File: config.mk
export PLATFORM = sky130hd
export DESIGN_NAME = utf8_to_utf16_decoder
export DESIGN_NICKNAME = d
export VERILOG_FILES = /design/src/rtl/u8u16_pkg.sv /design/src/rtl/u8u16_front.sv /design/src/rtl/u8u16_queue.sv /design/src/rtl/u8u16_back.sv /design/src/rtl/utf8_to_utf16_decoder.sv
export SDC_FILE = /design/constraint.sdc
export NUM_CORES = 1
export LEC_CHECK = 0
export BUFFER_PORTS_ARGS = -buffer_cell sky130_fd_sc_hd__clkbuf_2
export CAP_MARGIN = 20
export CELL_PAD_IN_SITES_DETAIL_PLACEMENT = 0
export CELL_PAD_IN_SITES_GLOBAL_PLACEMENT = 1
export CORE_MARGIN = 3
export CORE_UTILIZATION = 47
export DETAILED_ROUTE_END_ITERATION = 7
export PLACE_DENSITY = 0.81
export SETUP_SLACK_MARGIN = 0.15
export SLEW_MARGIN = 20
export SYNTH_ARGS = -nofsm -noshare
export SYNTH_HDL_FRONTEND = slang
export SYNTH_HIERARCHICAL = 1
export SYNTH_SLANG_ARGS = --single-unit
File: constraint.sdc
create_clock -name clk -period 6.1 [get_ports clk]
set_input_delay 0.305 -clock clk [delete_from_list [all_inputs] [get_ports clk]]
set_output_delay 0.305 -clock clk [all_outputs]
set_load 0.01 [all_outputs]
File: src/rtl/u8u16_pkg.sv
// u8u16_pkg: types, codes and constants shared by the utf-8 to utf-16 decoder
// no dependencies; imported by every module of the decoder
package u8u16_pkg;

  // report status codes
  typedef enum logic [1:0] {
    ST_OK      = 2'd0,
    ST_CORRUPT = 2'd1,
    ST_TRUNC   = 2'd2
  } status_t;

  // queue between the classifier and the emitter
  localparam int QueueDepth = 4;
  localparam int QPtrW      = $clog2(QueueDepth);
  localparam int QCntW      = $clog2(QueueDepth + 1);

  // code point limits and surrogate bases
  localparam logic [31:0] Replacement  = 32'h0000_FFFD;
  localparam logic [31:0] MaxCodepoint = 32'h0010_FFFF;
  localparam logic [20:0] HalfBase     = 21'h01_0000;
  localparam logic [15:0] HighSurr     = 16'hD800;
  localparam logic [15:0] LowSurr      = 16'hDC00;

  // offset removed from the accumulator, by sequence length
  localparam logic [31:0] LenOffset [8] = '{
    32'h0000_0000, 32'h0000_0000, 32'h0000_3080, 32'h000E_2080,
    32'h03C8_2080, 32'hFA08_2080, 32'h8208_2080, 32'h0000_0000
  };

  // one classified beat handed from front to back
  typedef struct packed {
    logic        has_char;
    logic [31:0] acc;
    logic [2:0]  seq;
    logic        has_report;
    status_t     status;
    logic [15:0] consumed;
  } dec_item_t;

  // sequence length from a lead byte, zero for a stray continuation byte
  function automatic logic [2:0] lead_length(input logic [7:0] b);
    logic [2:0] len;
    case (b) inside
      [8'h00:8'h7F]: len = 3'd1;
      [8'h80:8'hBF]: len = 3'd0;
      [8'hC0:8'hDF]: len = 3'd2;
      [8'hE0:8'hEF]: len = 3'd3;
      [8'hF0:8'hF7]: len = 3'd4;
      [8'hF8:8'hFB]: len = 3'd5;
      default:       len = 3'd6;
    endcase
    return len;
  endfunction

endpackage

File: src/rtl/u8u16_front.sv
// u8u16_front: takes source bytes, tracks sequences, offsets and errors
// uses u8u16_pkg; pushes classified items into u8u16_queue
module u8u16_front
  import u8u16_pkg::*;
#(
  parameter logic [15:0] COUNT_CAP = 16'hFFFF
) (
  input  logic       clk,
  input  logic       rst,
  input  logic       in_valid,
  output logic       in_ready,
  input  logic [7:0] in_byte,
  input  logic       last_byte,
  input  logic       queue_full,
  output logic       push,
  output dec_item_t  item
);

  logic [31:0] value_accum, value_accum_next;
  logic [2:0]  bytes_left, bytes_left_next;
  logic [2:0]  seq_length, seq_length_next;
  status_t     error_status, error_status_next;
  logic [15:0] byte_offset, byte_offset_next;
  logic [15:0] char_start_offset, char_start_offset_next;
  logic        accept;
  logic [2:0]  len;
  status_t     rep_status;

  assign in_ready = !queue_full;
  assign accept   = in_valid && in_ready;
  assign len      = lead_length(in_byte);

  // per-beat decode and report build
  always_comb begin
    value_accum_next       = value_accum;
    bytes_left_next        = bytes_left;
    seq_length_next        = seq_length;
    error_status_next      = error_status;
    byte_offset_next       = byte_offset;
    char_start_offset_next = char_start_offset;
    item                   = '0;
    rep_status             = ST_OK;
    if (accept) begin
      if (error_status == ST_OK) begin
        if (bytes_left == 3'd0) begin
          char_start_offset_next = byte_offset;
          if (len == 3'd0) begin
            error_status_next = ST_CORRUPT;
          end else begin
            seq_length_next  = len;
            bytes_left_next  = len - 3'd1;
            value_accum_next = {24'd0, in_byte};
          end
        end else begin
          value_accum_next = {value_accum[25:0], 6'd0} + {24'd0, in_byte};
          bytes_left_next  = bytes_left - 3'd1;
        end
        if (error_status_next == ST_OK) begin
          if (byte_offset < COUNT_CAP) begin
            byte_offset_next = byte_offset + 16'd1;
          end
          if (bytes_left_next == 3'd0) begin
            item.has_char    = 1'b1;
            item.acc         = value_accum_next;
            item.seq         = seq_length_next;
            value_accum_next = '0;
            seq_length_next  = '0;
          end
        end
      end
      if (last_byte) begin
        rep_status = error_status_next;
        if (rep_status == ST_OK && bytes_left_next != 3'd0) begin
          rep_status = ST_TRUNC;
        end
        item.has_report = 1'b1;
        item.status     = rep_status;
        item.consumed   = (rep_status == ST_OK) ? byte_offset_next : char_start_offset_next;
        value_accum_next       = '0;
        bytes_left_next        = '0;
        seq_length_next        = '0;
        error_status_next      = ST_OK;
        byte_offset_next       = '0;
        char_start_offset_next = '0;
      end
    end
  end

  assign push = item.has_char || item.has_report;

  // string state
  always_ff @(posedge clk) begin
    if (rst) begin
      value_accum       <= '0;
      bytes_left        <= '0;
      seq_length        <= '0;
      error_status      <= ST_OK;
      byte_offset       <= '0;
      char_start_offset <= '0;
    end else begin
      value_accum       <= value_accum_next;
      bytes_left        <= bytes_left_next;
      seq_length        <= seq_length_next;
      error_status      <= error_status_next;
      byte_offset       <= byte_offset_next;
      char_start_offset <= char_start_offset_next;
    end
  end

  // an open sequence never coexists with an error
  a_open_seq_no_error: assert property (@(posedge clk) disable iff (rst)
    bytes_left != 3'd0 |-> error_status == ST_OK)
    else $error("sequence open while in error");

  // an open sequence always has its length recorded
  a_open_seq_has_len: assert property (@(posedge clk) disable iff (rst)
    bytes_left != 3'd0 |-> seq_length > bytes_left)
    else $error("bytes left exceeds sequence length");

endmodule

File: src/rtl/u8u16_queue.sv
// u8u16_queue: short queue of classified items between front and back
// uses u8u16_pkg for the item type and depth
module u8u16_queue
  import u8u16_pkg::*;
(
  input  logic      clk,
  input  logic      rst,
  input  logic      push,
  input  dec_item_t push_item,
  output logic      full,
  output logic      head_valid,
  output dec_item_t head_item,
  input  logic      pop
);

  dec_item_t        entries [QueueDepth];
  logic [QPtrW-1:0] wr_ptr, rd_ptr;
  logic [QCntW-1:0] count;

  assign full       = (count == QCntW'(QueueDepth));
  assign head_valid = (count != '0);
  assign head_item  = entries[rd_ptr];

  // entry storage
  always_ff @(posedge clk) begin
    if (push) begin
      entries[wr_ptr] <= push_item;
    end
  end

  // pointers and fill count
  always_ff @(posedge clk) begin
    if (rst) begin
      wr_ptr <= '0;
      rd_ptr <= '0;
      count  <= '0;
    end else begin
      if (push) begin
        wr_ptr <= wr_ptr + 1'b1;
      end
      if (pop) begin
        rd_ptr <= rd_ptr + 1'b1;
      end
      count <= count + QCntW'(push) - QCntW'(pop);
    end
  end

  a_count_bound: assert property (@(posedge clk) disable iff (rst)
    count <= QCntW'(QueueDepth))
    else $error("queue overfilled");

  a_pop_nonempty: assert property (@(posedge clk) disable iff (rst)
    pop |-> count != '0)
    else $error("pop from empty queue");

endmodule

File: src/rtl/u8u16_back.sv
// u8u16_back: turns queued items into code units and string reports
// uses u8u16_pkg; reads u8u16_queue, drives the output register
module u8u16_back
  import u8u16_pkg::*;
#(
  parameter logic [15:0] COUNT_CAP = 16'hFFFF
) (
  input  logic        clk,
  input  logic        rst,
  input  logic        swap_bytes,
  input  logic        head_valid,
  input  dec_item_t   head_item,
  output logic        pop,
  output logic        out_valid,
  input  logic        out_ready,
  output logic [15:0] unit_word,
  output logic        end_report,
  output logic [1:0]  status,
  output logic [15:0] consumed_bytes,
  output logic [15:0] units_written
);

  // job register: pending pieces of one item
  logic        job_first, job_lo, job_rep;
  logic        job_first_next, job_lo_next, job_rep_next;
  logic [20:0] job_cp;
  status_t     job_status;
  logic [15:0] job_consumed;
  logic [15:0] unit_count;

  logic        slot_free, take, take_unit, load;
  logic        job_pair;
  logic [20:0] cp_off;
  logic [15:0] unit_val;
  logic [31:0] head_val;
  logic [20:0] head_cp;

  // code point of the queue head
  always_comb begin
    head_val = head_item.acc - LenOffset[head_item.seq];
    if (head_val > MaxCodepoint) begin
      head_cp = Replacement[20:0];
    end else begin
      head_cp = head_val[20:0];
    end
  end

  // pick the next piece of the job
  always_comb begin
    job_pair  = (job_cp[20:16] != 5'd0);
    cp_off    = job_cp - HalfBase;
    slot_free = !out_valid || out_ready;
    take      = slot_free && (job_first || job_lo || job_rep);
    take_unit = take && (job_first || job_lo);
    if (job_first) begin
      unit_val = job_pair ? (HighSurr | {6'd0, cp_off[19:10]}) : job_cp[15:0];
    end else begin
      unit_val = LowSurr | {6'd0, job_cp[9:0]};
    end
    job_first_next = job_first;
    job_lo_next    = job_lo;
    job_rep_next   = job_rep;
    if (take) begin
      if (job_first) begin
        job_first_next = 1'b0;
      end else if (job_lo) begin
        job_lo_next = 1'b0;
      end else begin
        job_rep_next = 1'b0;
      end
    end
    load = head_valid && !(job_first_next || job_lo_next || job_rep_next);
    pop  = load;
  end

  // job register
  always_ff @(posedge clk) begin
    if (rst) begin
      job_first <= 1'b0;
      job_lo    <= 1'b0;
      job_rep   <= 1'b0;
    end else if (load) begin
      job_first <= head_item.has_char;
      job_lo    <= head_item.has_char && (head_cp[20:16] != 5'd0);
      job_rep   <= head_item.has_report;
    end else begin
      job_first <= job_first_next;
      job_lo    <= job_lo_next;
      job_rep   <= job_rep_next;
    end
  end

  always_ff @(posedge clk) begin
    if (load) begin
      job_cp       <= head_cp;
      job_status   <= head_item.status;
      job_consumed <= head_item.consumed;
    end
  end

  // units written in the current string
  always_ff @(posedge clk) begin
    if (rst) begin
      unit_count <= '0;
    end else if (take_unit) begin
      if (unit_count < COUNT_CAP) begin
        unit_count <= unit_count + 16'd1;
      end
    end else if (take) begin
      unit_count <= '0;
    end
  end

  // output register
  always_ff @(posedge clk) begin
    if (rst) begin
      out_valid <= 1'b0;
    end else if (slot_free) begin
      out_valid <= take;
    end
  end

  always_ff @(posedge clk) begin
    if (take) begin
      if (take_unit) begin
        unit_word      <= swap_bytes ? {unit_val[7:0], unit_val[15:8]} : unit_val;
        end_report     <= 1'b0;
        status         <= ST_OK;
        consumed_bytes <= '0;
        units_written  <= '0;
      end else begin
        unit_word      <= '0;
        end_report     <= 1'b1;
        status         <= job_status;
        consumed_bytes <= job_consumed;
        units_written  <= unit_count;
      end
    end
  end

  // a report closes the string's unit count
  a_report_clears_count: assert property (@(posedge clk) disable iff (rst)
    take && !take_unit |=> unit_count == '0)
    else $error("unit count not cleared after report");

endmodule

File: src/rtl/utf8_to_utf16_decoder.sv
// utf8_to_utf16_decoder: top level of the utf-8 to utf-16 stream decoder
// uses u8u16_pkg, u8u16_front, u8u16_queue and u8u16_back
//
//  channel  handshake             payload
//  in       in_valid / in_ready   in_byte, last_byte
//  out      out_valid / out_ready unit_word, end_report, status,
//                                 consumed_bytes, units_written
//  cfg      cfg_write             cfg_data (swap_bytes)
//
// one source byte is taken per cycle while the item queue has room
// each byte gives zero to three result beats, one per cycle from the emitter while out is ready
// a result passes through the item queue, the job register and the output register
// the four-entry item queue lets the front keep taking bytes while out stalls
// synchronous reset clears all string state and swap_bytes
module utf8_to_utf16_decoder
  import u8u16_pkg::*;
#(
  parameter int unsigned MAX_STRING_BYTES = 65535
) (
  input  logic        clk,
  input  logic        rst,
  input  logic        cfg_write,
  input  logic        cfg_data,
  input  logic        in_valid,
  output logic        in_ready,
  input  logic [7:0]  in_byte,
  input  logic        last_byte,
  output logic        out_valid,
  input  logic        out_ready,
  output logic [15:0] unit_word,
  output logic        end_report,
  output logic [1:0]  status,
  output logic [15:0] consumed_bytes,
  output logic [15:0] units_written
);

  localparam logic [15:0] CountCap =
    (MAX_STRING_BYTES > 32'd65535) ? 16'hFFFF : MAX_STRING_BYTES[15:0];

  logic      swap_bytes;
  logic      push, full, head_valid, pop;
  dec_item_t push_item, head_item;

  // configuration register
  always_ff @(posedge clk) begin
    if (rst) begin
      swap_bytes <= 1'b0;
    end else if (cfg_write) begin
      swap_bytes <= cfg_data;
    end
  end

  u8u16_front #(
    .COUNT_CAP (CountCap)
  ) u_front (
    .clk        (clk),
    .rst        (rst),
    .in_valid   (in_valid),
    .in_ready   (in_ready),
    .in_byte    (in_byte),
    .last_byte  (last_byte),
    .queue_full (full),
    .push       (push),
    .item       (push_item)
  );

  u8u16_queue u_queue (
    .clk        (clk),
    .rst        (rst),
    .push       (push),
    .push_item  (push_item),
    .full       (full),
    .head_valid (head_valid),
    .head_item  (head_item),
    .pop        (pop)
  );

  u8u16_back #(
    .COUNT_CAP (CountCap)
  ) u_back (
    .clk            (clk),
    .rst            (rst),
    .swap_bytes     (swap_bytes),
    .head_valid     (head_valid),
    .head_item      (head_item),
    .pop            (pop),
    .out_valid      (out_valid),
    .out_ready      (out_ready),
    .unit_word      (unit_word),
    .end_report     (end_report),
    .status         (status),
    .consumed_bytes (consumed_bytes),
    .units_written  (units_written)
  );

endmodule
==> qor.yml <==
yosysSeqAreaShare_pct: 59.9
stdcell_count: 2121
hold_viol_final: 0
synth.most_common_cell: "edfxtp_1"
cts_tree: "done"
row_count: 72
wl_um: 40900
yosysUniqueCellTypes: 85
sequentialPowerShare_pct: 39.5
drv_slew: 0
required_ns: 6.34
clock_sinks: 412
relSlewSlack_pct: 28.0
final.setup.tns_ns: 0
vias: 12200
p_comb_share_pct: 33.4
period_minus_slack_ns: 4.81
place_area_um2: 19700
post-route-drc-count: 0
placed_cells: 2041
drv_cap: 0
post-cts-setup-buffers: 0
rsz0062_at_grt: "false"
clk_path_buf_depth: 3
cts_buffers: 42
outcome: "finished, final reports clean"
synth_flop_cell: "edfxtp_1"
critPathKind: "reg -> reg"
synth_top_area_cell: "edfxtp_1"
final_nets: 1623
ir_drop_v: 0.000220
ys_ff_latch: 412
first_global_vias: 11700
start_util_pct: 48.3
syn_nets: 1567
core_area_um2: 39200
synth_common_cells: "edfxtp_1 (310), nand2_1 (130), nor2_1 (119), dfxtp_1 (102), a21oi_1 (90)"
clock_latency_ns: 0.55
drtIter0Drc: 1030
grt_max_degree: 72
die_area_um2: 42700
grt_overflow_total: 0
seq_area_um2: 11400
diodes: 0
path_max_fanout: 26
critPathLaunchType: "register"
fin_skew_ns: 0.0289
synth.cell_area_um2: 18900
p_switching_uw: 3130
route.detailed.wl_per_inst_um: 19.3
cp.arrival_ns: 5.06
min_period_over_period_pct: 78.9
htree_levels: 2
leakagePower_uw: 0.00716
ant_nets: 0
grtUsageTotal_pct: 19.3
drive_gt1_share_pct: 14.7
final_cell_area_um2: 21100
yosys-top-cells-area: "edfxtp_1 (49%), dfxtp_1 (11%), mux4_2 (6.2%), nand2_1 (2.6%), ha_1 (2.4%)"
first_pass_iters: 5
syn_inst: 1513
setup_viol: 0
async_reset_ff_share_pct: 0
synth_edf_count: 310
io_buffer_count: 67
min_path_type: "in -> reg"
intPower_uw: 6220
synthToLayoutAreaGrowth_pct: 11.4
multi_input_area_um2: 7040
die-width_um: 207
grt_first_pass_wirelength_um: 65500
synth.avg_cell_area_um2: 12.5
antenna_found_initial: 1
root_buffer: "clkbuf_16"
max_freq_ghz: 0.208
power_density_nw_per_um2: 443
synth_top_cell_area_share_pct: 49.1
place.gp.congestion: 0.839
swShare_pct: 33.4
clkPwrFrac_pct: 27.0
n_fill_cell: 3237
viasPerCell: 5.76
die_h_um: 207
final_core_util_pct: 53.8
num_io_pins: 68
hpwl_um: 27200
cts_resized: 0
tightestPinTransition_ns: 1.08
worstSetupEndpointType: "register"
synth_warnings: 6
path_clk_slew_ns: 0.06
[flip-flops by register name, summed over array words and instances, names as in the netlist, named ones only]
signal	count
swap_bytes	1
u_back/consumed_bytes	16
u_back/end_report	1
u_back/job_consumed	16
u_back/job_cp	21
u_back/job_first	1
u_back/job_lo	1
u_back/job_rep	1
u_back/job_status	2
u_back/out_valid	1
u_back/status	2
u_back/unit_count	16
u_back/unit_word	16
u_back/units_written	16
u_front/byte_offset	16
u_front/bytes_left	3
u_front/char_start_offset	16
u_front/error_status	2
u_front/seq_length	3
u_front/value_accum	32
u_queue/count	3
u_queue/entries	220
u_queue/rd_ptr	2
u_queue/wr_ptr	2
[metrics by stage]
step	hold slack, ns	setup slack, ns	total power, µW
after detailed placement	0.440	1.31	6870
after floorplan	0.377	1.68	6090
after CTS	0.00759	1.29	9430
final	0.0273	1.29	9350
after global placement	0.429	1.52	6840
after global routing	0.0344	0.932	9890
[worst max-delay path: stages, from the launching register on]
cell and delay (ns):
dfxtp_2 0.34, buf_4 0.34, mux4_2 0.42, ha_1 0.21, nor2_1 0.13, inv_1 0.08, o21ai_0 0.12, inv_1 0.08
ha_1 0.21, nor4b_1 0.35, a22oi_2 0.22, nor3_1 0.52, nor2_1 0.10, xor2_1 0.25, o22ai_1 0.15, nor4_2 0.81
nand3_1 0.18
[power groups by stage]
stage	clock, µW	sequential (µW)	combinational, µW
global placement	0	3740	3100
floorplan	0	3790	2300
global route	2710	3730	3450
CTS	2590	3700	3140
finish	2530	3700	3130
detailed placement	0	3760	3110
[repair_timing]
| item | CTS | global route |
|---|---|---|
| hold endpoints to repair | 1 | 0 |
| hold buffers | 2 | 0 |
| endpoints found under the setup margin | 0 | 0 |
[per-layer routing]
layer / vias up / wire, µm / GRT usage, %
li1: 5840 / - / -
met1: 5978 / 19300 / 29.0
met2: 355 / 18600 / 30.1
met3: 50 / 2240 / 2.51
met4: 0 / 712 / 4.67
met5: - / 0 / 0
[cells in the final DEF (no fill, tap or decap), drive strengths merged, types with 4 or more instances in the layout]
| master | count |
|---|---|
| a211oi | 14 |
| a21o | 5 |
| a21oi | 91 |
| a22o | 8 |
| a22oi | 37 |
| a31oi | 17 |
| a32oi | 4 |
| and2 | 46 |
| and3 | 27 |
| and4 | 4 |
| buf | 23 |
| bufinv | 4 |
| clkbuf | 123 |
| clkinv | 15 |
| dfxtp | 102 |
| edfxtp | 310 |
| ha | 37 |
| inv | 36 |
| mux2i | 16 |
| mux4 | 57 |
| nand2 | 132 |
| nand2b | 13 |
| nand3 | 47 |
| nand3b | 12 |
| nand4 | 26 |
| nor2 | 122 |
| nor2b | 18 |
| nor3 | 34 |
| nor4 | 17 |
| nor4b | 6 |
| o211ai | 5 |
| o21ai | 72 |
| o31ai | 4 |
| or2 | 6 |
| or3 | 9 |
| xnor2 | 25 |
| xor2 | 26 |
[path summary, 6_finish.rpt]
| kind | end | cells past startpoint | slack [ns] | start |
|---|---|---|---|---|
| worst min register to register | u_front/value_accum[27] | 2 | 0.45 | u_front/value_accum[27] |
| worst max register to register | u_back/job_cp[11] | 16 | 1.29 | register |
| worst max-delay path | u_back/job_cp[11] | 16 | 1.29 | register |
| worst min-delay path | u_front/value_accum[0] | 3 | 0.03 | in_byte[0] |
[area by class of cell]
cell class,instances,area share (%)
Clock buffer,57,5.39
Inverter,34,0.605
Multi-Input combinational cell,988,33.4
Clock inverter,21,1.09
Tap cell,518,3.07
Sequential cell,412,53.8
Timing Repair Buffer,91,2.64
[kinds of logic after synthesis]
family / count (synthesis) / synth area share, %
AOI/OAI and AO/OA: 296 / 9.94
xor gates and xnor gates: 52 / 2.48
adders and majority gates: 40 / 2.71
buffers and inverters: 113 / 3.01
DFF: 412 / 59.9
muxes: 74 / 7.78
and+or+nand+nor: 526 / 14.1
No activity file was read; power rests on OpenSTA's default activity.
